==> src/design/eur_pkg.sv <==
`timescale 1ns / 1ps
// ----------------------------------------------------------------------------
// eur_pkg
// Shared types and constants for the ultrasonic echo ranger.
// ----------------------------------------------------------------------------
package eur_pkg;

    // Configuration port
    localparam int CFG_IDX_W  = 4;
    localparam int CFG_DATA_W = 16;

    // Register widths
    localparam int TRIG_W  = 10;
    localparam int WAIT_W  = 16;
    localparam int LEVEL_W = 10;

    // Register reset values
    localparam logic [TRIG_W-1:0]  TRIG_TICKS_RST = 10'd10;
    localparam logic [WAIT_W-1:0]  WAIT_LIMIT_RST = 16'd30000;
    localparam logic [LEVEL_W-1:0] FULL_LEVEL_RST = 10'd3;
    localparam logic [LEVEL_W-1:0] EMPTY_LEVEL_RST = 10'd10;

    // Echo width to centimeters: (width * 17841) >> 20, saturated
    localparam int               SCALE_MUL_W = 15;
    localparam logic [SCALE_MUL_W-1:0] SCALE_MUL = 15'd17841;
    localparam int               SCALE_SHIFT = 20;
    localparam int               DIST_W      = 11;
    localparam logic [DIST_W-1:0] DIST_MAX   = 11'd2047;

    // Register indexes
    typedef enum logic [CFG_IDX_W-1:0] {
        REG_TRIGGER_TICKS   = 4'd0,
        REG_ECHO_WAIT_LIMIT = 4'd1,
        REG_FULL_LEVEL_CM   = 4'd2,
        REG_EMPTY_LEVEL_CM  = 4'd3
    } cfg_idx_t;

    // Tank level classes
    typedef enum logic [1:0] {
        CLASS_FULL  = 2'd0,
        CLASS_SAFE  = 2'd1,
        CLASS_EMPTY = 2'd2
    } level_class_t;

    // Timing registers seen by the sequencer
    typedef struct packed {
        logic [TRIG_W-1:0] trigger_ticks;
        logic [WAIT_W-1:0] echo_wait_limit;
    } eur_timing_t;

    // Threshold registers seen by the classifier
    typedef struct packed {
        logic [LEVEL_W-1:0] full_level_cm;
        logic [LEVEL_W-1:0] empty_level_cm;
    } eur_thresh_t;

    // Per-beat status flags carried down the pipeline
    typedef struct packed {
        logic trigger_level;
        logic busy;
        logic done;
        logic timeout;
    } eur_flags_t;

endpackage

==> src/design/eur_in_if.sv <==
`timescale 1ns / 1ps
// ----------------------------------------------------------------------------
// eur_in_if
// Sample channel: one beat per microsecond tick.
// ----------------------------------------------------------------------------
interface eur_in_if;

    logic valid;
    logic ready;
    logic start_request;
    logic echo_level;

    modport source (output valid, output start_request, output echo_level, input ready);
    modport sink   (input valid, input start_request, input echo_level, output ready);

endinterface

==> src/design/eur_out_if.sv <==
`timescale 1ns / 1ps
// ----------------------------------------------------------------------------
// eur_out_if
// Result channel: one beat per accepted sample beat.
// ----------------------------------------------------------------------------
interface eur_out_if import eur_pkg::*;
();

    logic              valid;
    logic              ready;
    logic              trigger_level;
    logic              busy_res;
    logic              done_res;
    logic [DIST_W-1:0] distance_cm;
    logic [1:0]        level_class;
    logic              timed_out;

    modport source (
        output valid, output trigger_level, output busy_res, output done_res,
        output distance_cm, output level_class, output timed_out, input ready
    );
    modport sink (
        input valid, input trigger_level, input busy_res, input done_res,
        input distance_cm, input level_class, input timed_out, output ready
    );

endinterface

==> src/design/eur_cfg_if.sv <==
`timescale 1ns / 1ps
// ----------------------------------------------------------------------------
// eur_cfg_if
// Configuration write channel: register index and write data.
// ----------------------------------------------------------------------------
interface eur_cfg_if import eur_pkg::*;
();

    logic                  valid;
    logic                  ready;
    logic [CFG_IDX_W-1:0]  index;
    logic [CFG_DATA_W-1:0] data;

    modport source (output valid, output index, output data, input ready);
    modport sink   (input valid, input index, input data, output ready);

endinterface

==> src/design/eur_ctrl.sv <==
`timescale 1ns / 1ps
// ----------------------------------------------------------------------------
// eur_ctrl
// Measurement sequencer: trigger, echo wait and echo width count, advanced
// once per accepted sample beat. Feeds the first pipeline register.
// ----------------------------------------------------------------------------
module eur_ctrl import eur_pkg::*;
#(
    parameter int COUNT_BITS = 16
)
(
    input  logic                  clk,
    input  logic                  rst_n,
    eur_in_if.sink                sample,
    input  eur_timing_t           timing,
    input  logic                  s1_take,
    output logic                  s1_valid,
    output eur_flags_t            s1_flags,
    output logic [COUNT_BITS-1:0] s1_count
);

    typedef enum logic [1:0] {
        PH_IDLE,
        PH_TRIG,
        PH_WAIT,
        PH_MEAS
    } phase_t;

    localparam int CMP_W = (COUNT_BITS > WAIT_W) ? COUNT_BITS : WAIT_W;
    localparam logic [COUNT_BITS-1:0] COUNT_MAX = '1;

    phase_t                phase_reg;
    phase_t                phase_next;
    logic [COUNT_BITS-1:0] count_reg;
    logic [COUNT_BITS-1:0] count_next;
    logic [COUNT_BITS-1:0] count_inc;
    logic [CMP_W-1:0]      inc_ext;
    logic [COUNT_BITS-1:0] width_out;
    logic                  done;
    logic                  timeout;
    logic                  accept;

    logic                  s1_valid_reg;
    eur_flags_t            s1_flags_reg;
    logic [COUNT_BITS-1:0] s1_count_reg;

    // Sample beat taken whenever the first stage is free or draining
    assign sample.ready = !s1_valid_reg || s1_take;
    assign accept       = sample.valid && sample.ready;

    // Saturating tick counter
    assign count_inc = (count_reg != COUNT_MAX) ? count_reg + COUNT_BITS'(1) : count_reg;
    assign inc_ext   = CMP_W'(count_inc);

    // Phase transitions for one tick
    always_comb
    begin
        phase_next = phase_reg;
        count_next = count_reg;
        width_out  = '0;
        done       = 1'b0;
        timeout    = 1'b0;
        case (phase_reg)
            PH_IDLE:
            begin
                if (sample.start_request)
                begin
                    phase_next = PH_TRIG;
                    count_next = '0;
                end
            end
            PH_TRIG:
            begin
                if (inc_ext >= CMP_W'(timing.trigger_ticks))
                begin
                    phase_next = PH_WAIT;
                    count_next = '0;
                end
                else
                begin
                    count_next = count_inc;
                end
            end
            PH_WAIT:
            begin
                if (sample.echo_level)
                begin
                    phase_next = PH_MEAS;
                    count_next = COUNT_BITS'(1);
                end
                else if (inc_ext >= CMP_W'(timing.echo_wait_limit) || count_inc == COUNT_MAX)
                begin
                    // no echo: width 0 gives distance 0 downstream
                    phase_next = PH_IDLE;
                    count_next = '0;
                    done       = 1'b1;
                    timeout    = 1'b1;
                end
                else
                begin
                    count_next = count_inc;
                end
            end
            PH_MEAS:
            begin
                if (sample.echo_level)
                begin
                    count_next = count_inc;
                end
                else
                begin
                    phase_next = PH_IDLE;
                    count_next = '0;
                    width_out  = count_reg;
                    done       = 1'b1;
                end
            end
            default:
            begin
                phase_next = PH_IDLE;
                count_next = '0;
            end
        endcase
    end

    // State and first pipeline register
    always_ff @(posedge clk or negedge rst_n)
    begin
        if (!rst_n)
        begin
            phase_reg    <= PH_IDLE;
            count_reg    <= '0;
            s1_valid_reg <= 1'b0;
            s1_flags_reg <= '0;
            s1_count_reg <= '0;
        end
        else
        begin
            if (accept)
            begin
                phase_reg                  <= phase_next;
                count_reg                  <= count_next;
                s1_valid_reg               <= 1'b1;
                s1_flags_reg.trigger_level <= (phase_next == PH_TRIG);
                s1_flags_reg.busy          <= (phase_next != PH_IDLE);
                s1_flags_reg.done          <= done;
                s1_flags_reg.timeout       <= timeout;
                s1_count_reg               <= width_out;
            end
            else if (s1_take)
            begin
                s1_valid_reg <= 1'b0;
            end
        end
    end

    assign s1_valid = s1_valid_reg;
    assign s1_flags = s1_flags_reg;
    assign s1_count = s1_count_reg;

endmodule

==> src/design/eur_scale.sv <==
`timescale 1ns / 1ps
// ----------------------------------------------------------------------------
// eur_scale
// Scaling stage: multiplies the echo width by the centimeter factor and
// registers the product.
// ----------------------------------------------------------------------------
module eur_scale import eur_pkg::*;
#(
    parameter int COUNT_BITS = 16
)
(
    input  logic                                clk,
    input  logic                                rst_n,
    input  logic                                s1_valid,
    input  eur_flags_t                          s1_flags,
    input  logic [COUNT_BITS-1:0]               s1_count,
    input  logic                                s2_take,
    output logic                                s1_take,
    output logic                                s2_valid,
    output eur_flags_t                          s2_flags,
    output logic [COUNT_BITS+SCALE_MUL_W-1:0]   s2_product
);

    localparam int PROD_W = COUNT_BITS + SCALE_MUL_W;

    logic              s2_valid_reg;
    eur_flags_t        s2_flags_reg;
    logic [PROD_W-1:0] s2_product_reg;
    logic [PROD_W-1:0] product;

    // Stage moves when the next one has room
    assign s1_take = s1_valid && (!s2_valid_reg || s2_take);

    // Width times scale factor
    assign product = PROD_W'(s1_count) * PROD_W'(SCALE_MUL);

    always_ff @(posedge clk or negedge rst_n)
    begin
        if (!rst_n)
        begin
            s2_valid_reg   <= 1'b0;
            s2_flags_reg   <= '0;
            s2_product_reg <= '0;
        end
        else
        begin
            if (s1_take)
            begin
                s2_valid_reg   <= 1'b1;
                s2_flags_reg   <= s1_flags;
                s2_product_reg <= product;
            end
            else if (s2_take)
            begin
                s2_valid_reg <= 1'b0;
            end
        end
    end

    assign s2_valid   = s2_valid_reg;
    assign s2_flags   = s2_flags_reg;
    assign s2_product = s2_product_reg;

endmodule

==> src/design/eur_class.sv <==
`timescale 1ns / 1ps
// ----------------------------------------------------------------------------
// eur_class
// Result stage: scales the product down to centimeters, classes the level
// and holds the last measurement in the result register.
// ----------------------------------------------------------------------------
module eur_class import eur_pkg::*;
#(
    parameter int COUNT_BITS = 16
)
(
    input  logic                              clk,
    input  logic                              rst_n,
    input  logic                              s2_valid,
    input  eur_flags_t                        s2_flags,
    input  logic [COUNT_BITS+SCALE_MUL_W-1:0] s2_product,
    input  eur_thresh_t                       thresh,
    output logic                              s2_take,
    eur_out_if.source                         result
);

    localparam int PROD_W = COUNT_BITS + SCALE_MUL_W;

    logic [PROD_W-1:0] shifted;
    logic [DIST_W-1:0] dist_cm;
    level_class_t      dist_class;

    logic              out_valid_reg;
    eur_flags_t        flags_reg;
    logic [DIST_W-1:0] distance_reg;
    level_class_t      class_reg;
    logic              timeout_reg;

    assign s2_take = s2_valid && (!out_valid_reg || result.ready);

    // Truncated centimeters, saturated to the field width
    assign shifted = s2_product >> SCALE_SHIFT;
    assign dist_cm = (shifted > PROD_W'(DIST_MAX)) ? DIST_MAX : shifted[DIST_W-1:0];

    // Full is tested before empty
    always_comb
    begin
        if (dist_cm <= DIST_W'(thresh.full_level_cm))
        begin
            dist_class = CLASS_FULL;
        end
        else if (dist_cm > DIST_W'(thresh.empty_level_cm))
        begin
            dist_class = CLASS_EMPTY;
        end
        else
        begin
            dist_class = CLASS_SAFE;
        end
    end

    // Result register; last measurement changes only on a done beat
    always_ff @(posedge clk or negedge rst_n)
    begin
        if (!rst_n)
        begin
            out_valid_reg <= 1'b0;
            flags_reg     <= '0;
            distance_reg  <= '0;
            class_reg     <= CLASS_FULL;
            timeout_reg   <= 1'b0;
        end
        else
        begin
            if (s2_take)
            begin
                out_valid_reg <= 1'b1;
                flags_reg     <= s2_flags;
                if (s2_flags.done)
                begin
                    distance_reg <= dist_cm;
                    class_reg    <= dist_class;
                    timeout_reg  <= s2_flags.timeout;
                end
            end
            else if (result.ready)
            begin
                out_valid_reg <= 1'b0;
            end
        end
    end

    assign result.valid         = out_valid_reg;
    assign result.trigger_level = flags_reg.trigger_level;
    assign result.busy_res      = flags_reg.busy;
    assign result.done_res      = flags_reg.done;
    assign result.distance_cm   = distance_reg;
    assign result.level_class   = class_reg;
    assign result.timed_out     = timeout_reg;

endmodule

==> src/design/ultrasonic_echo_ranger.sv <==
`timescale 1ns / 1ps
// A sample beat passes through the sequencer register, the multiplier register
// and the result register, in that order.
// Throughput: one sample beat per cycle while no result beat is held; the result
// register and the two pipeline registers each take a new beat while the one after them drains.
// Reset: asynchronous, active low; idle phase, count and last result cleared,
// configuration registers back to their defaults.
// ----------------------------------------------------------------------------
// ultrasonic_echo_ranger
// Ultrasonic range sensor front end: trigger pulse, echo timing, distance in
// centimeters and tank level class, one result beat per microsecond tick.
// ----------------------------------------------------------------------------
module ultrasonic_echo_ranger import eur_pkg::*;
#(
    parameter int COUNT_BITS = 16
)
(
    input  logic       clk,
    input  logic       rst_n,
    eur_in_if.sink     sample,
    eur_out_if.source  result,
    eur_cfg_if.sink    cfg
);

    localparam int PROD_W = COUNT_BITS + SCALE_MUL_W;

    eur_timing_t           timing_reg;
    eur_thresh_t           thresh_reg;

    logic                  s1_valid;
    logic                  s1_take;
    eur_flags_t            s1_flags;
    logic [COUNT_BITS-1:0] s1_count;
    logic                  s2_valid;
    logic                  s2_take;
    eur_flags_t            s2_flags;
    logic [PROD_W-1:0]     s2_product;

    // Configuration registers; writes always taken
    assign cfg.ready = 1'b1;

    always_ff @(posedge clk or negedge rst_n)
    begin
        if (!rst_n)
        begin
            timing_reg.trigger_ticks   <= TRIG_TICKS_RST;
            timing_reg.echo_wait_limit <= WAIT_LIMIT_RST;
            thresh_reg.full_level_cm   <= FULL_LEVEL_RST;
            thresh_reg.empty_level_cm  <= EMPTY_LEVEL_RST;
        end
        else if (cfg.valid)
        begin
            case (cfg.index)
                REG_TRIGGER_TICKS:   timing_reg.trigger_ticks   <= cfg.data[TRIG_W-1:0];
                REG_ECHO_WAIT_LIMIT: timing_reg.echo_wait_limit <= cfg.data[WAIT_W-1:0];
                REG_FULL_LEVEL_CM:   thresh_reg.full_level_cm   <= cfg.data[LEVEL_W-1:0];
                REG_EMPTY_LEVEL_CM:  thresh_reg.empty_level_cm  <= cfg.data[LEVEL_W-1:0];
                default:             ;
            endcase
        end
    end

    // Sequencer
    eur_ctrl #(
        .COUNT_BITS (COUNT_BITS)
    ) u_ctrl (
        .clk      (clk),
        .rst_n    (rst_n),
        .sample   (sample),
        .timing   (timing_reg),
        .s1_take  (s1_take),
        .s1_valid (s1_valid),
        .s1_flags (s1_flags),
        .s1_count (s1_count)
    );

    // Width to centimeters
    eur_scale #(
        .COUNT_BITS (COUNT_BITS)
    ) u_scale (
        .clk        (clk),
        .rst_n      (rst_n),
        .s1_valid   (s1_valid),
        .s1_flags   (s1_flags),
        .s1_count   (s1_count),
        .s2_take    (s2_take),
        .s1_take    (s1_take),
        .s2_valid   (s2_valid),
        .s2_flags   (s2_flags),
        .s2_product (s2_product)
    );

    // Classifier and result register
    eur_class #(
        .COUNT_BITS (COUNT_BITS)
    ) u_class (
        .clk        (clk),
        .rst_n      (rst_n),
        .s2_valid   (s2_valid),
        .s2_flags   (s2_flags),
        .s2_product (s2_product),
        .thresh     (thresh_reg),
        .s2_take    (s2_take),
        .result     (result)
    );

    // A stalled sample channel means a result beat is being held
    a_stall_from_result: assert property (
        @(posedge clk) disable iff (!rst_n)
        !sample.ready |-> (result.valid && !result.ready)
    ) else $error("sample channel stalled with no held result");

    // A completed measurement leaves the block idle
    a_done_not_busy: assert property (
        @(posedge clk) disable iff (!rst_n)
        (result.valid && result.done_res) |-> (!result.busy_res && !result.trigger_level)
    ) else $error("done beat reports busy");

    // Trigger only during a measurement
    a_trigger_busy: assert property (
        @(posedge clk) disable iff (!rst_n)
        (result.valid && result.trigger_level) |-> result.busy_res
    ) else $error("trigger high while idle");

    // A timeout always reports distance zero
    a_timeout_zero: assert property (
        @(posedge clk) disable iff (!rst_n)
        (result.valid && result.timed_out) |-> (result.distance_cm == '0)
    ) else $error("timeout with nonzero distance");

endmodule

==> src/flat_wrapper.sv <==
// flat-port wrapper written by rule: the top's interface ports become plain ports
module ultrasonic_echo_ranger_flat import eur_pkg::*;
#(
    parameter int COUNT_BITS = 16
)
  (clk, rst_n, sample_valid, sample_start_request, sample_echo_level, sample_ready, result_valid, result_trigger_level, result_busy_res, result_done_res, result_distance_cm, result_level_class, result_timed_out, result_ready, cfg_valid, cfg_index, cfg_data, cfg_ready);
  eur_in_if sample_i ();
  eur_out_if result_i ();
  eur_cfg_if cfg_i ();
  input  logic clk;
  input  logic rst_n;
  input wire logic [$bits(sample_i.valid)-1:0] sample_valid;
  input wire logic [$bits(sample_i.start_request)-1:0] sample_start_request;
  input wire logic [$bits(sample_i.echo_level)-1:0] sample_echo_level;
  output wire logic [$bits(sample_i.ready)-1:0] sample_ready;
  output wire logic [$bits(result_i.valid)-1:0] result_valid;
  output wire logic [$bits(result_i.trigger_level)-1:0] result_trigger_level;
  output wire logic [$bits(result_i.busy_res)-1:0] result_busy_res;
  output wire logic [$bits(result_i.done_res)-1:0] result_done_res;
  output wire logic [$bits(result_i.distance_cm)-1:0] result_distance_cm;
  output wire logic [$bits(result_i.level_class)-1:0] result_level_class;
  output wire logic [$bits(result_i.timed_out)-1:0] result_timed_out;
  input wire logic [$bits(result_i.ready)-1:0] result_ready;
  input wire logic [$bits(cfg_i.valid)-1:0] cfg_valid;
  input wire logic [$bits(cfg_i.index)-1:0] cfg_index;
  input wire logic [$bits(cfg_i.data)-1:0] cfg_data;
  output wire logic [$bits(cfg_i.ready)-1:0] cfg_ready;
  assign sample_i.valid = sample_valid;
  assign sample_i.start_request = sample_start_request;
  assign sample_i.echo_level = sample_echo_level;
  assign sample_ready = sample_i.ready;
  assign result_valid = result_i.valid;
  assign result_trigger_level = result_i.trigger_level;
  assign result_busy_res = result_i.busy_res;
  assign result_done_res = result_i.done_res;
  assign result_distance_cm = result_i.distance_cm;
  assign result_level_class = result_i.level_class;
  assign result_timed_out = result_i.timed_out;
  assign result_i.ready = result_ready;
  assign cfg_i.valid = cfg_valid;
  assign cfg_i.index = cfg_index;
  assign cfg_i.data = cfg_data;
  assign cfg_ready = cfg_i.ready;
  ultrasonic_echo_ranger #(.COUNT_BITS(COUNT_BITS)) u_core (.clk(clk), .rst_n(rst_n), .sample(sample_i), .result(result_i), .cfg(cfg_i));
endmodule
==> config.mk <==
export PLATFORM = sky130hd
export DESIGN_NAME = ultrasonic_echo_ranger_flat
export DESIGN_NICKNAME = d
export VERILOG_FILES = /design/src/design/eur_pkg.sv /design/src/design/eur_in_if.sv /design/src/design/eur_out_if.sv /design/src/design/eur_cfg_if.sv /design/src/design/eur_ctrl.sv /design/src/design/eur_scale.sv /design/src/design/eur_class.sv /design/src/design/ultrasonic_echo_ranger.sv /design/src/flat_wrapper.sv
export SDC_FILE = /design/constraint.sdc
export NUM_CORES = 1
export LEC_CHECK = 0
export ABC_AREA = 1
export ABC_CLOCK_PERIOD_IN_PS = 7450
export BUFFER_PORTS_ARGS = -buffer_cell sky130_fd_sc_hd__buf_2
export CORE_ASPECT_RATIO = 1.4
export CORE_MARGIN = 1.5
export CORE_UTILIZATION = 37
export CTS_CLUSTER_SIZE = 10
export DETAILED_ROUTE_END_ITERATION = 16
export GPL_ROUTABILITY_DRIVEN = 0
export HOLD_SLACK_MARGIN = 0.02
export SLEW_MARGIN = 25
export SYNTH_ARGS = -nofsm -noshare
export SYNTH_HDL_FRONTEND = slang
export SYNTH_SLANG_ARGS = --single-unit
==> constraint.sdc <==
create_clock -name clk -period 7.45 [get_ports clk]
set_input_delay 0 -clock clk [delete_from_list [all_inputs] [get_ports clk]]
set_output_delay 0 -clock clk [all_outputs]
set_load 0.01 [all_outputs]
==> results of run 1 <==
==> where the power goes <==
part | switching, mW | internal, mW
Clock | 0.339 | 0.430
Combinational | 0.306 | 0.167
Sequential | 0.0661 | 0.757
Total | 0.711 | 1.35
==> cells by family (layout without fill, tap and decap cells) <==
family	Yosys count	in the layout	synth area share (%)
adders and majority gates	219	219	30.6
buffers and inverters	283	350	10.5
other	1	1	0.0361
xor gates and xnor gates	7	7	0.590
AOI/OAI and AO/OA	191	191	10.0
DFF	119	119	28.8
and+or+nand+nor	477	477	19.5
==> layout by cell type, fill, tap and decap left out, types with 2 or more instances in the layout <==
| master | synthesis | layout |
|---|---|---|
| nand2_1 | 302 | 302 |
| inv_1 | 248 | 248 |
| ha_1 | 160 | 160 |
| dfrtp_1 | 106 | 106 |
| o21ai_0 | 97 | 97 |
| nor2_1 | 66 | 66 |
| a21oi_1 | 59 | 59 |
| fa_1 | 59 | 59 |
| nand3_1 | 57 | 56 |
| buf_2 | 0 | 44 |
| dlygate4sd3_1 | 0 | 21 |
| clkbuf_16 | 0 | 17 |
| nand2_2 | 14 | 14 |
| nand4_1 | 13 | 13 |
| dfstp_2 | 13 | 13 |
| o31ai_1 | 9 | 9 |
| o21bai_1 | 8 | 8 |
| nor3_1 | 6 | 6 |
| xor2_1 | 5 | 5 |
| or2_2 | 5 | 5 |
| clkinv_4 | 0 | 5 |
| nor2_2 | 4 | 4 |
| o21a_1 | 4 | 4 |
| inv_6 | 0 | 4 |
| buf_4 | 2 | 4 |
| nor2_4 | 3 | 3 |
| a31oi_1 | 3 | 3 |
| clkinvlp_4 | 0 | 3 |
| o21ai_1 | 2 | 2 |
| nand2_4 | 2 | 2 |
| xnor2_1 | 2 | 2 |
| a21o_1 | 2 | 2 |
| nand3_2 | 1 | 2 |
| nand4_2 | 2 | 2 |
| clkinv_2 | 0 | 2 |
==> final cells by class <==
cell class,instances,area [um^2],area share [%]
Clock buffer,17,425,3.63
Clock inverter,15,123,1.05
Inverter,249,937,7.99
Multi-Input combinational cell,895,6320,53.9
Sequential cell,119,2990,25.5
Tap cell,370,463,3.95
Timing Repair Buffer,69,460,3.93
==> how the worst max path moves through the flow <==
stage / end / depth (start not counted) / slack [ns] / from
after global routing: u_core.u_scale.s2_product[26]$_DFFE_PN0P_ / 20 / 1.99 / u_core.u_ctrl.s1_count[11]$_DFFE_PN0P_
final: u_core.u_scale.s2_product[26]$_DFFE_PN0P_ / 20 / 2.36 / u_core.u_ctrl.s1_count[11]$_DFFE_PN0P_
after global placement: u_core.u_scale.s2_product[26]$_DFFE_PN0P_ / 20 / 2.42 / u_core.u_ctrl.s1_count[11]$_DFFE_PN0P_
after CTS: u_core.u_scale.s2_product[26]$_DFFE_PN0P_ / 20 / 2.37 / u_core.u_ctrl.s1_count[11]$_DFFE_PN0P_
after detailed placement: u_core.u_scale.s2_product[26]$_DFFE_PN0P_ / 20 / 2.39 / u_core.u_ctrl.s1_count[11]$_DFFE_PN0P_
after floorplan: u_core.u_scale.s2_product[26]$_DFFE_PN0P_ / 20 / 2.83 / u_core.u_ctrl.s1_count[11]$_DFFE_PN0P_
==> through the flow <==
step / cell area (um^2) / std cells
CTS: 11700 / 1734
global route: 11700 / 1734
detailed placement: 11000 / 1681
floorplan: 10400 / 1297
global placement: 11000 / 1681
finish: 11700 / 1734
==> critical path: stages (launching register included) <==
cell     delay (ns)
dfrtp_1        0.47
ha_1           0.35
ha_1           0.33
inv_1          0.06
fa_1           0.47
inv_1          0.05
fa_1           0.53
inv_1          0.05
fa_1           0.52
inv_1          0.04
ha_1           0.29
ha_1           0.35
a21oi_1        0.26
nor2_1         0.06
nor2_1         0.09
o21ai_0        0.08
a21oi_1        0.35
o21ai_0        0.16
or2_2          0.29
nand3_1        0.06
o21ai_0        0.09
==> cells in the mapped netlist (all sizes together) <==
cell	number	area share, %
nor2	73	2.9
dfrtp	106	26
buf	4	0.40
ha	160	19
clkbuf	30	1.1
nand2	318	12
a211oi	1	0.072
or2	5	0.30
nand4	15	1.0
conb	1	0.036
o21ai	100	4.8
o21bai	8	0.58
fa	59	11
nand3	58	2.8
xor2	5	0.42
nor4	1	0.060
dfstp	13	3.3
a21boi	1	0.072
inv	249	9.0
o31ai	9	0.65
a21oi	59	2.8
nor3	6	0.29
a21o	2	0.14
xnor2	2	0.17
a31oi	3	0.18
and2	1	0.060
o221ai	1	0.084
o21a	5	0.37
a221oi	1	0.084
o32ai	1	0.084
==> layer usage <==
| metal | vias to the layer above | global-route usage [%] | wire, um |
|---|---|---|---|
| li1 | 4233 | - | - |
| met1 | 3997 | 20.7 | 10200 |
| met2 | 112 | 34.5 | 13600 |
| met3 | 47 | 2.26 | 534 |
| met4 | 0 | 8.08 | 810 |
| met5 | - | 0 | 0 |
==> what timing repair did <==
| item | 4_1_cts | 5_1_grt |
|---|---|---|
| setup buffers | 0 | 0 |
| hold buffers | 21 | 0 |
| hold endpoints to repair | 103 | 0 |
==> impl_results.md, run 1 <==
* Status: finished clean
* TritonCTS Buffers at 17
* Power per cell area at 176 nW/um^2
* Tcrit/Tclk final at 68.3%
* Worst-path clk slew at 0.06 ns
* First-pass GRT wire length at 41.6 mm
* Layout cells sized above 1 at 9.38%
* Synth cell types at 42
* Residual DRC at 0
* Mapped Cells at 1297
* Finished Core Util at 42.4%
* Worst-path maximum fanout at 6
* DRT Pass-1 Iters at 5
* Critical path type: reg -> reg
* CP Launch Type: flop
* Die area at 29100 um^2
* Critical path capture point type: flop
* Routed wire length at 25.1 mm
* Reg-to-Reg Start: u_core.u_ctrl.s1_count[11]$_DFFE_PN0P_
* Seq/Total Area, Yosys at 28.8%
* DR vias/cell at 4.84
* Core area at 27700 um^2
* Max Cap Viol at 0
* Num rows at 72
* Clock latency on the worst-skew pair at 0.45 ns
* Diode count at 0
* Hold/Removal Path Class: in -> async
* WHS at 0.129 ns
* Total GRT Usage at 18.5%
* Chip Height at 201 um
* Final worst setup slack at 2.36 ns
* Post-route ant nets at 0
* Initial core utilization at 37.6%
* Synthesized area at 10400 um^2
* Max Root-Sink Buffers at 2
* Die X at 145 um
* CTS resizes at 0
* Worst EP required at 7.76 ns
* Place WS at 2.39 ns
* Post-DP HPWL at 20.2 mm
* Total power at 2.07 mW
* Max reg flops at 26
* I/O Buffers at 45
* Avg Inst Size Synth at 8.02 um^2
* Antenna violations before repair at 0
* TNS Setup at 0 ns
* Fillers at 2822
* Clk_skew at 0.0141 ns
* CP Data Arrival Time at 5.40 ns
* Worst vdd ir at 0.000182 V
* Avg WL per Cell at 14.5 um
* Top Ports at 47
* Worst r2r dst: u_core.u_scale.s2_product[26]$_DFFE_PN0P_
* P_leak at 6.54 nW
* Post-layout min period at 5.09 ns
* Worst relative slew slack at 41.8%
* Synthesized Nets at 1543
* GRT overflow at 0
* Htree depth at 4
* Detailed Route Iter0 Violations at 516
* Final Hold Fails at 0
* Total Nets Final at 1597
* Largest net degree at the start of global routing at 70
* RSZ-0062 raised after global routing: false
* Fmax at 196 MHz
* Area grow syn2layout at 12.7%
* # setup viols final at 0
* Via count at 8389
* Worst R2R Path Depth at 20
* Measured slew at the worst slew-check pin at 0.874 ns
* R2r setup slk at 2.36 ns
* Final Max Tran Viols at 0
* Seq cells post-synth at 119
* Yosys warns at 0
* CTS tree: built
* Clk root buf: clkbuf_16
* Vias in the first global route at 8643
* Clock sink count at 119
No activity file was read; power rests on OpenSTA's default activity.
==> inputs of run 2 (changes only) <==
--- a/config.mk
+++ b/config.mk
@@ -6,7 +6,7 @@
 export NUM_CORES = 1
 export LEC_CHECK = 0
 export ABC_AREA = 1
-export ABC_CLOCK_PERIOD_IN_PS = 7450
+export ABC_CLOCK_PERIOD_IN_PS = 5350
 export BUFFER_PORTS_ARGS = -buffer_cell sky130_fd_sc_hd__buf_2
 export CORE_ASPECT_RATIO = 1.4
 export CORE_MARGIN = 1.5
==> constraint.sdc (replaced) <==
create_clock -name clk -period 5.35 [get_ports clk]
set_input_delay 0 -clock clk [delete_from_list [all_inputs] [get_ports clk]]
set_output_delay 0 -clock clk [all_outputs]
set_load 0.01 [all_outputs]
==> run 2 against run 1 <==
  * Global-route usage increased by 0.059 points
  * Die area is the same
  * Via count decreased by 0.54%
  * Sequential power grew 40%
  * Setup slack got worse by 2.0 ns
  * Routed wire length increased by 1.3%
  * Clock power is 48% higher
==> impl_results.md, run 2 (synthesis gave the netlist of run 1 again) <==
* Status: finished clean
* P_leak at 6.55 nW (+0.17%)
* Core area at 27700 um^2 (unchanged)
* Worst-path clk slew at 0.06 ns (about the same)
* Diode count at 0 (unchanged)
* # setup viols final at 0 (unchanged)
* Worst EP required at 5.66 ns (-2.10 ns)
* GRT overflow at 0 (unchanged)
* Worst-path maximum fanout at 6 (unchanged)
* Die X at 145 um (unchanged)
* Max Root-Sink Buffers at 2 (unchanged)
* CP Buf/Inv Count at 2 (-2)
* Post-layout min period at 5.03 ns (-0.0592 ns)
* Crit-path most repeated cell: fa_1
* Post-DP HPWL at 20.5 mm (+1.6%)
* Area grow syn2layout at 13.0%
* RSZ-0062 raised after global routing: false
* Total GRT Usage at 18.6% (+0.059 points)
* Clk_skew at 0.00947 ns (-0.00468 ns)
* Worst relative slew slack at 42.0% (+0.26 points)
* DRT Pass-1 Iters at 6 (+1)
* Measured slew at the worst slew-check pin at 0.870 ns (-0.00390 ns)
* Residual DRC at 0 (unchanged)
* Antenna violations before repair at 0 (unchanged)
* Detailed Route Iter0 Violations at 473 (-8.3%)
* Hold/Removal Path Class: in -> reg
* Final Hold Fails at 0 (unchanged)
* Critical path depth at 17 (-15%)
* CTS resizes at 0 (unchanged)
* Tcrit/Tclk final at 94.0% (+26 points)
* Top Ports at 47 (unchanged)
* Worst vdd ir at 0.000246 V (+35%)
* Finished Core Util at 42.5% (+0.099 points)
* Chip Height at 201 um (unchanged)
* Worst Setup SP: u_core.u_ctrl.s1_count[8]$_DFFE_PN0P_
* Vias in the first global route at 8646 (+0.035%)
* Die area at 29100 um^2 (unchanged)
* Critical path type: reg -> reg
* TritonCTS Buffers at 17 (unchanged)
* Power per cell area at 250 nW/um^2 (+42%)
* Max reg flops at 26 (unchanged)
* Commonest non-fill, non-tap cell in the layout: nand2_1
* CP max stage delay at 0.51 ns (-0.02 ns)
* R2r setup slk at 0.32 ns (-2.04 ns)
* First-pass GRT wire length at 41.8 mm (+0.50%)
* Slowest-stage cell, CP: fa_1
* Initial core utilization at 37.6% (unchanged)
* Largest net degree at the start of global routing at 70 (unchanged)
* TNS Setup at 0 ns (unchanged)
* Post-route ant nets at 0 (unchanged)
* Total Nets Final at 1597 (unchanged)
* Num rows at 72 (unchanged)
* Worst R2R Path Depth at 17 (-15%)
* Layout cells sized above 1 at 9.39% (about the same)
* Clock latency on the worst-skew pair at 0.44 ns (about the same)
* Most frequent cells in the layout: nand2_1 (302), inv_1 (248), ha_1 (160)
* Reg-to-Reg Start: u_core.u_ctrl.s1_count[8]$_DFFE_PN0P_
* Clk root buf: clkbuf_16
* Delay-heaviest family, CP: adder cells
* End point of the critical path: u_core.u_scale.s2_product[26]$_DFFE_PN0P_
* CP Launch Type: flop
* I/O Buffers at 45 (unchanged)
* Routed wire length at 25.4 mm (+1.3%)
* Max Cap Viol at 0 (unchanged)
* Final Max Tran Viols at 0 (unchanged)
* Fmax at 199 MHz (+1.2%)
* Worst r2r dst: u_core.u_scale.s2_product[26]$_DFFE_PN0P_
* CP Data Arrival Time at 5.34 ns (-0.06 ns)
* Critical path capture point type: flop
* Clock sink count at 119 (unchanged)
* CTS tree: built
* DR vias/cell at 4.81 (-0.48%)
* Htree depth at 4 (unchanged)
* Crit path cell chain: ha_1 -> inv_1 -> fa_1 -> fa_1 -> inv_1 -> fa_1 -> fa_1 -> ha_1 -> ha_1 -> a21oi_1 -> o21a_1 -> nand2_1 -> a21oi_1 -> o21ai_0 -> or2_2 -> nand3_1 -> o21ai_0
* Avg WL per Cell at 14.7 um (+1.4%)
* Via count at 8344 (-0.54%)
[run 2: cell types whose count changed in the layout (fill, tap and decap cells not counted)]
cell | before | now
dlygate4sd3_1 | 21 | 20
inv_6 | 4 | 3
buf_4 | 4 | 5
inv_8 | 1 | 0
clkinv_4 | 5 | 3
clkinvlp_4 | 3 | 4
bufinv_16 | 0 | 2
[run 2: worst min-delay path by stage]
stage / start / to / slack, ns / cells past startpoint
detailed placement: rst_n / u_core.u_ctrl.s1_count[1]$_DFFE_PN0P_ / 0.09 / 1
global route: sample_valid / u_core.u_ctrl.s1_valid$_DFFE_PN0P_ / 0.08 / 4
global placement: rst_n / u_core.u_ctrl.s1_count[1]$_DFFE_PN0P_ / 0.08 / 1
finish: sample_valid / u_core.u_ctrl.s1_valid$_DFFE_PN0P_ / 0.03 / 4
CTS: sample_valid / u_core.u_ctrl.s1_valid$_DFFE_PN0P_ / 0.02 / 4
floorplan: rst_n / u_core.thresh_reg[0]$_DFFE_PN0P_ / -0.30 / 0
[run 2: routing by layer]
layer  routed length, um  GRT usage, %
met2               14100          35.3
met1               10200          20.6
met3                 538          2.28
met4                 588          7.00
met5                   0             0
[run 2: where the power goes]
| group | total (mW) | leakage [nW] | switching (mW) | internal [mW] |
|---|---|---|---|---|
| registers | 1.15 | 1.55 | 0.0919 | 1.05 |
| logic | 0.655 | 4.73 | 0.423 | 0.232 |
| clock network | 1.14 | 0.272 | 0.452 | 0.685 |
[run 2: through the flow]
step | area [um^2] | power [mW] | setup slack [ns] | hold WS [ns] | instances
after detailed placement | 11000 | 1.81 | 0.285 | 0.0906 | 1682
after floorplan | 10400 | 1.62 | 0.730 | -0.296 | 1297
final | 11800 | 2.94 | 0.320 | 0.0306 | 1733
after global routing | 11800 | 3.12 | 0.00738 | 0.0800 | 1733
after global placement | 11000 | 1.80 | 0.382 | 0.0825 | 1682
after CTS | 11700 | 2.98 | 0.303 | 0.0217 | 1733
[run 2: final cells by class]
cell class	instances	area [um^2]
Fill cell	2871	15900
Multi-Input combinational cell	895	6320
Sequential cell	119	2990
Inverter	249	937
Tap cell	370	463
Timing Repair Buffer	69	458
Clock buffer	17	425
Clock inverter	14	153
[run 2: timing repair]
item                                   4_1_cts  5_1_grt
endpoints found under the hold margin      100        0
buffers inserted                             0        0
hold buffers                                20        0
[run 2: tightest hold or removal path, stage by stage]
cell and delay [ns]:
buf_2 0.08, nand2_1 0.05, buf_4 0.22, nand2_1 0.09
==> inputs of run 3 (changes only) <==
--- a/config.mk
+++ b/config.mk
@@ -10,7 +10,7 @@
 export BUFFER_PORTS_ARGS = -buffer_cell sky130_fd_sc_hd__buf_2
 export CORE_ASPECT_RATIO = 1.4
 export CORE_MARGIN = 1.5
-export CORE_UTILIZATION = 37
+export CORE_UTILIZATION = 35
 export CTS_CLUSTER_SIZE = 10
 export DETAILED_ROUTE_END_ITERATION = 16
 export GPL_ROUTABILITY_DRIVEN = 0
==> run 3 against run 2 <==
  * Core utilization fell by 2.1 points
  * Clock-buffer cell count rose by 2
  * Global-route usage fell by 1.2 points
  * Sequential power barely moved
  * Maximum frequency rose by 1.4%
  * Final area rose by 0.33%
  * Critical path depth rose by 3
  * Hold slack improved by 0.0047 ns
  * Non-clock buffer count did not move
  * Clock power barely moved
  * Critical endpoint is now u_core.u_scale.s2_product[29]$_DFFE_PN0P_
  * Largest power group is now the clock network
==> impl_results.md, run 3 (synthesis gave the netlist of run 1 again) <==
* Commonest non-fill, non-tap cell in the layout: nand2_1
* Power per cell area at 253 nW/um^2 (+1.3%)
* DRT Pass-1 Iters at 5 (-1)
* Fillers at 2961 (+3.1%)
* Total Nets Final at 1597 (unchanged)
* Worst vdd ir at 0.000244 V (-0.70%)
* Die area at 30800 um^2 (+5.6%)
* Status: finished clean
* Place WS at 0.302 ns (+0.0177 ns)
* Final Max Tran Viols at 0 (unchanged)
* Initial core utilization at 35.7% (-1.9 points)
* Max Root-Sink Buffers at 2 (unchanged)
* Hold/Removal Path Class: in -> reg
* Via count at 8364 (+0.24%)
* TNS Setup at 0 ns (unchanged)
* Total GRT Usage at 17.4% (-1.2 points)
* Worst-path clk slew at 0.06 ns (about the same)
* CP Launch Type: flop
* Post-DP HPWL at 20.5 mm (about the same)
* DR vias/cell at 4.80 (-0.39%)
* # Post-CTS Setup Buffers at 0 (unchanged)
* Routed wire length at 25.3 mm (-0.51%)
* First-pass GRT wire length at 41.5 mm (-0.87%)
* Critical path type: reg -> reg
* P_leak at 6.57 nW (+0.24%)
* Clock latency on the worst-skew pair at 0.44 ns (about the same)
* CP max stage delay at 0.52 ns (about the same)
* Clk_skew at 0.0145 ns (+0.00499 ns)
* Hold Startpoint: sample_valid
* Worst relative slew slack at 42.3% (+0.25 points)
* Die X at 149 um (+2.8%)
* CTS tree: built
* Reg-to-Reg Start: u_core.u_ctrl.s1_count[9]$_DFFE_PN0P_
* Top Ports at 47 (unchanged)
* Fmax at 202 MHz (+1.4%)
* Antenna violations before repair at 0 (unchanged)
* Chip Height at 207 um (+2.8%)
* Diode count at 0 (unchanged)
* # setup viols final at 0 (unchanged)
* Worst-path maximum fanout at 6 (unchanged)
* Worst r2r dst: u_core.u_scale.s2_product[29]$_DFFE_PN0P_
* Residual DRC at 0 (unchanged)
* Max Cap Viol at 0 (unchanged)
* Measured slew at the worst slew-check pin at 0.866 ns (-0.00368 ns)
* Post-route ant nets at 0 (unchanged)
* TritonCTS Buffers at 17 (unchanged)
* Clock sink count at 119 (unchanged)
* Post-layout min period at 4.96 ns (-0.0718 ns)
* CP Buf/Inv Count at 3 (+1)
* RSZ-0062 raised after global routing: false
* Cell count of the worst hold path at 4 (unchanged)
* Detailed Route Iter0 Violations at 407 (-14%)
* Crit-path most repeated cell: fa_1
* Largest net degree at the start of global routing at 70 (unchanged)
* Hold Path End: u_core.u_ctrl.s1_valid$_DFFE_PN0P_
* Critical path capture point type: flop
* Num rows at 74 (+2.8%)
* Worst EP required at 5.65 ns (about the same)
* Avg WL per Cell at 14.5 um (-1.1%)
* Tcrit/Tclk final at 92.7% (-1.3 points)
* Slowest-stage cell, CP: fa_1
* Layout cells sized above 1 at 9.38% (about the same)
* I/O Buffers at 45 (unchanged)
* Most frequent cells in the layout: nand2_1 (302), inv_1 (248), ha_1 (160)
* Htree depth at 4 (unchanged)
* Final Hold Fails at 0 (unchanged)
* Final worst setup slack at 0.392 ns (+0.0718 ns)
* Max reg flops at 26 (unchanged)
* Crit path cell chain: ha_1 -> inv_1 -> fa_1 -> fa_1 -> inv_1 -> fa_1 -> fa_1 -> ha_1 -> ha_1 -> nand2_1 -> nand2_1 -> a31oi_1 -> nor2_1 -> nor2_1 -> inv_1 -> nand3_1 -> nand3_1 -> or2_2 -> nand3_1 -> o21ai_0
* GRT overflow at 0 (unchanged)
* Vias in the first global route at 8501 (-1.7%)
* R2r setup slk at 0.39 ns (+0.07 ns)
* Delay-heaviest family, CP: adder cells
* CP Data Arrival Time at 5.26 ns (-0.08 ns)
* Worst R2R Path Depth at 20 (+3)
* Clk root buf: clkbuf_16
* Core area at 29200 um^2 (+5.5%)
* Area grow syn2layout at 13.4%
run 3: through the flow:
stage          hold slack (ns)  area [um^2]  util (%)  std cells  power (mW)
2_1_floorplan           -0.296        10400         -       1297        1.62
3_3_place_gp            0.0877        11000      37.6       1691        1.80
3_5_place_dp            0.0892        11000      37.6       1691        1.82
4_1_cts                 0.0270        11800      40.4       1744        3.03
5_1_grt                 0.0577        11800      40.4       1744        3.17
6_report                0.0353        11800      40.4       1744        2.99
run 3: area by class of cell:
class | instances | area [um^2] | area share [%]
Clock buffer | 19 | 443 | 3.76
Clock inverter | 13 | 155 | 1.32
Tap cell | 380 | 475 | 4.03
Sequential cell | 119 | 2990 | 25.4
Timing Repair Buffer | 69 | 460 | 3.91
Inverter | 249 | 937 | 7.95
Multi-Input combinational cell | 895 | 6320 | 53.6
run 3: worst max-delay path by stage:
stage / start / to / cells after the start
3_5_place_dp: u_core.u_ctrl.s1_count[11]$_DFFE_PN0P_ / u_core.u_scale.s2_product[26]$_DFFE_PN0P_ / 20
3_3_place_gp: u_core.u_ctrl.s1_count[11]$_DFFE_PN0P_ / u_core.u_scale.s2_product[26]$_DFFE_PN0P_ / 20
4_1_cts: u_core.u_ctrl.s1_count[11]$_DFFE_PN0P_ / u_core.u_scale.s2_product[26]$_DFFE_PN0P_ / 20
5_1_grt: u_core.u_ctrl.s1_count[9]$_DFFE_PN0P_ / u_core.u_scale.s2_product[29]$_DFFE_PN0P_ / 20
6_report: u_core.u_ctrl.s1_count[9]$_DFFE_PN0P_ / u_core.u_scale.s2_product[29]$_DFFE_PN0P_ / 20
2_1_floorplan: u_core.u_ctrl.s1_count[11]$_DFFE_PN0P_ / u_core.u_scale.s2_product[26]$_DFFE_PN0P_ / 20
run 3: repair_timing:
| item | 4_1_cts | 5_1_grt |
|---|---|---|
| hold endpoints to repair | 101 | 0 |
| hold buffers | 21 | 0 |
| resized for setup | 0 | 1 |
| endpoints found under the setup margin | 0 | 2 |
run 3: worst register-to-register path, stage by stage (launching register included):
cell,delay [ns]
dfrtp_1,0.49
ha_1,0.35
inv_1,0.06
fa_1,0.49
fa_1,0.52
inv_1,0.05
fa_1,0.47
fa_1,0.49
ha_1,0.31
ha_1,0.35
nand2_1,0.09
nand2_1,0.06
a31oi_1,0.26
nor2_1,0.07
nor2_1,0.09
inv_1,0.06
nand3_1,0.06
nand3_1,0.11
or2_2,0.29
nand3_1,0.06
o21ai_0,0.10
run 3: where the power goes:
| part | total [mW] | leakage, nW | switching [mW] | internal [mW] |
|---|---|---|---|---|
| Sequential | 1.15 | 1.55 | 0.0912 | 1.05 |
| Combinational | 0.673 | 4.73 | 0.434 | 0.239 |
| Clock | 1.17 | 0.288 | 0.430 | 0.739 |
| Total | 2.99 | 6.57 | 0.955 | 2.03 |
run 3: metal layers:
layer	share of wire [%]	wire length, um	global-route usage [%]	vias to the layer above
met5	0	0	0	-
met4	2.7	690	7.43	0
met3	1.8	459	2.40	34
met2	55	13900	33.3	105
met1	41	10300	18.9	3997
li1	-	-	-	4228
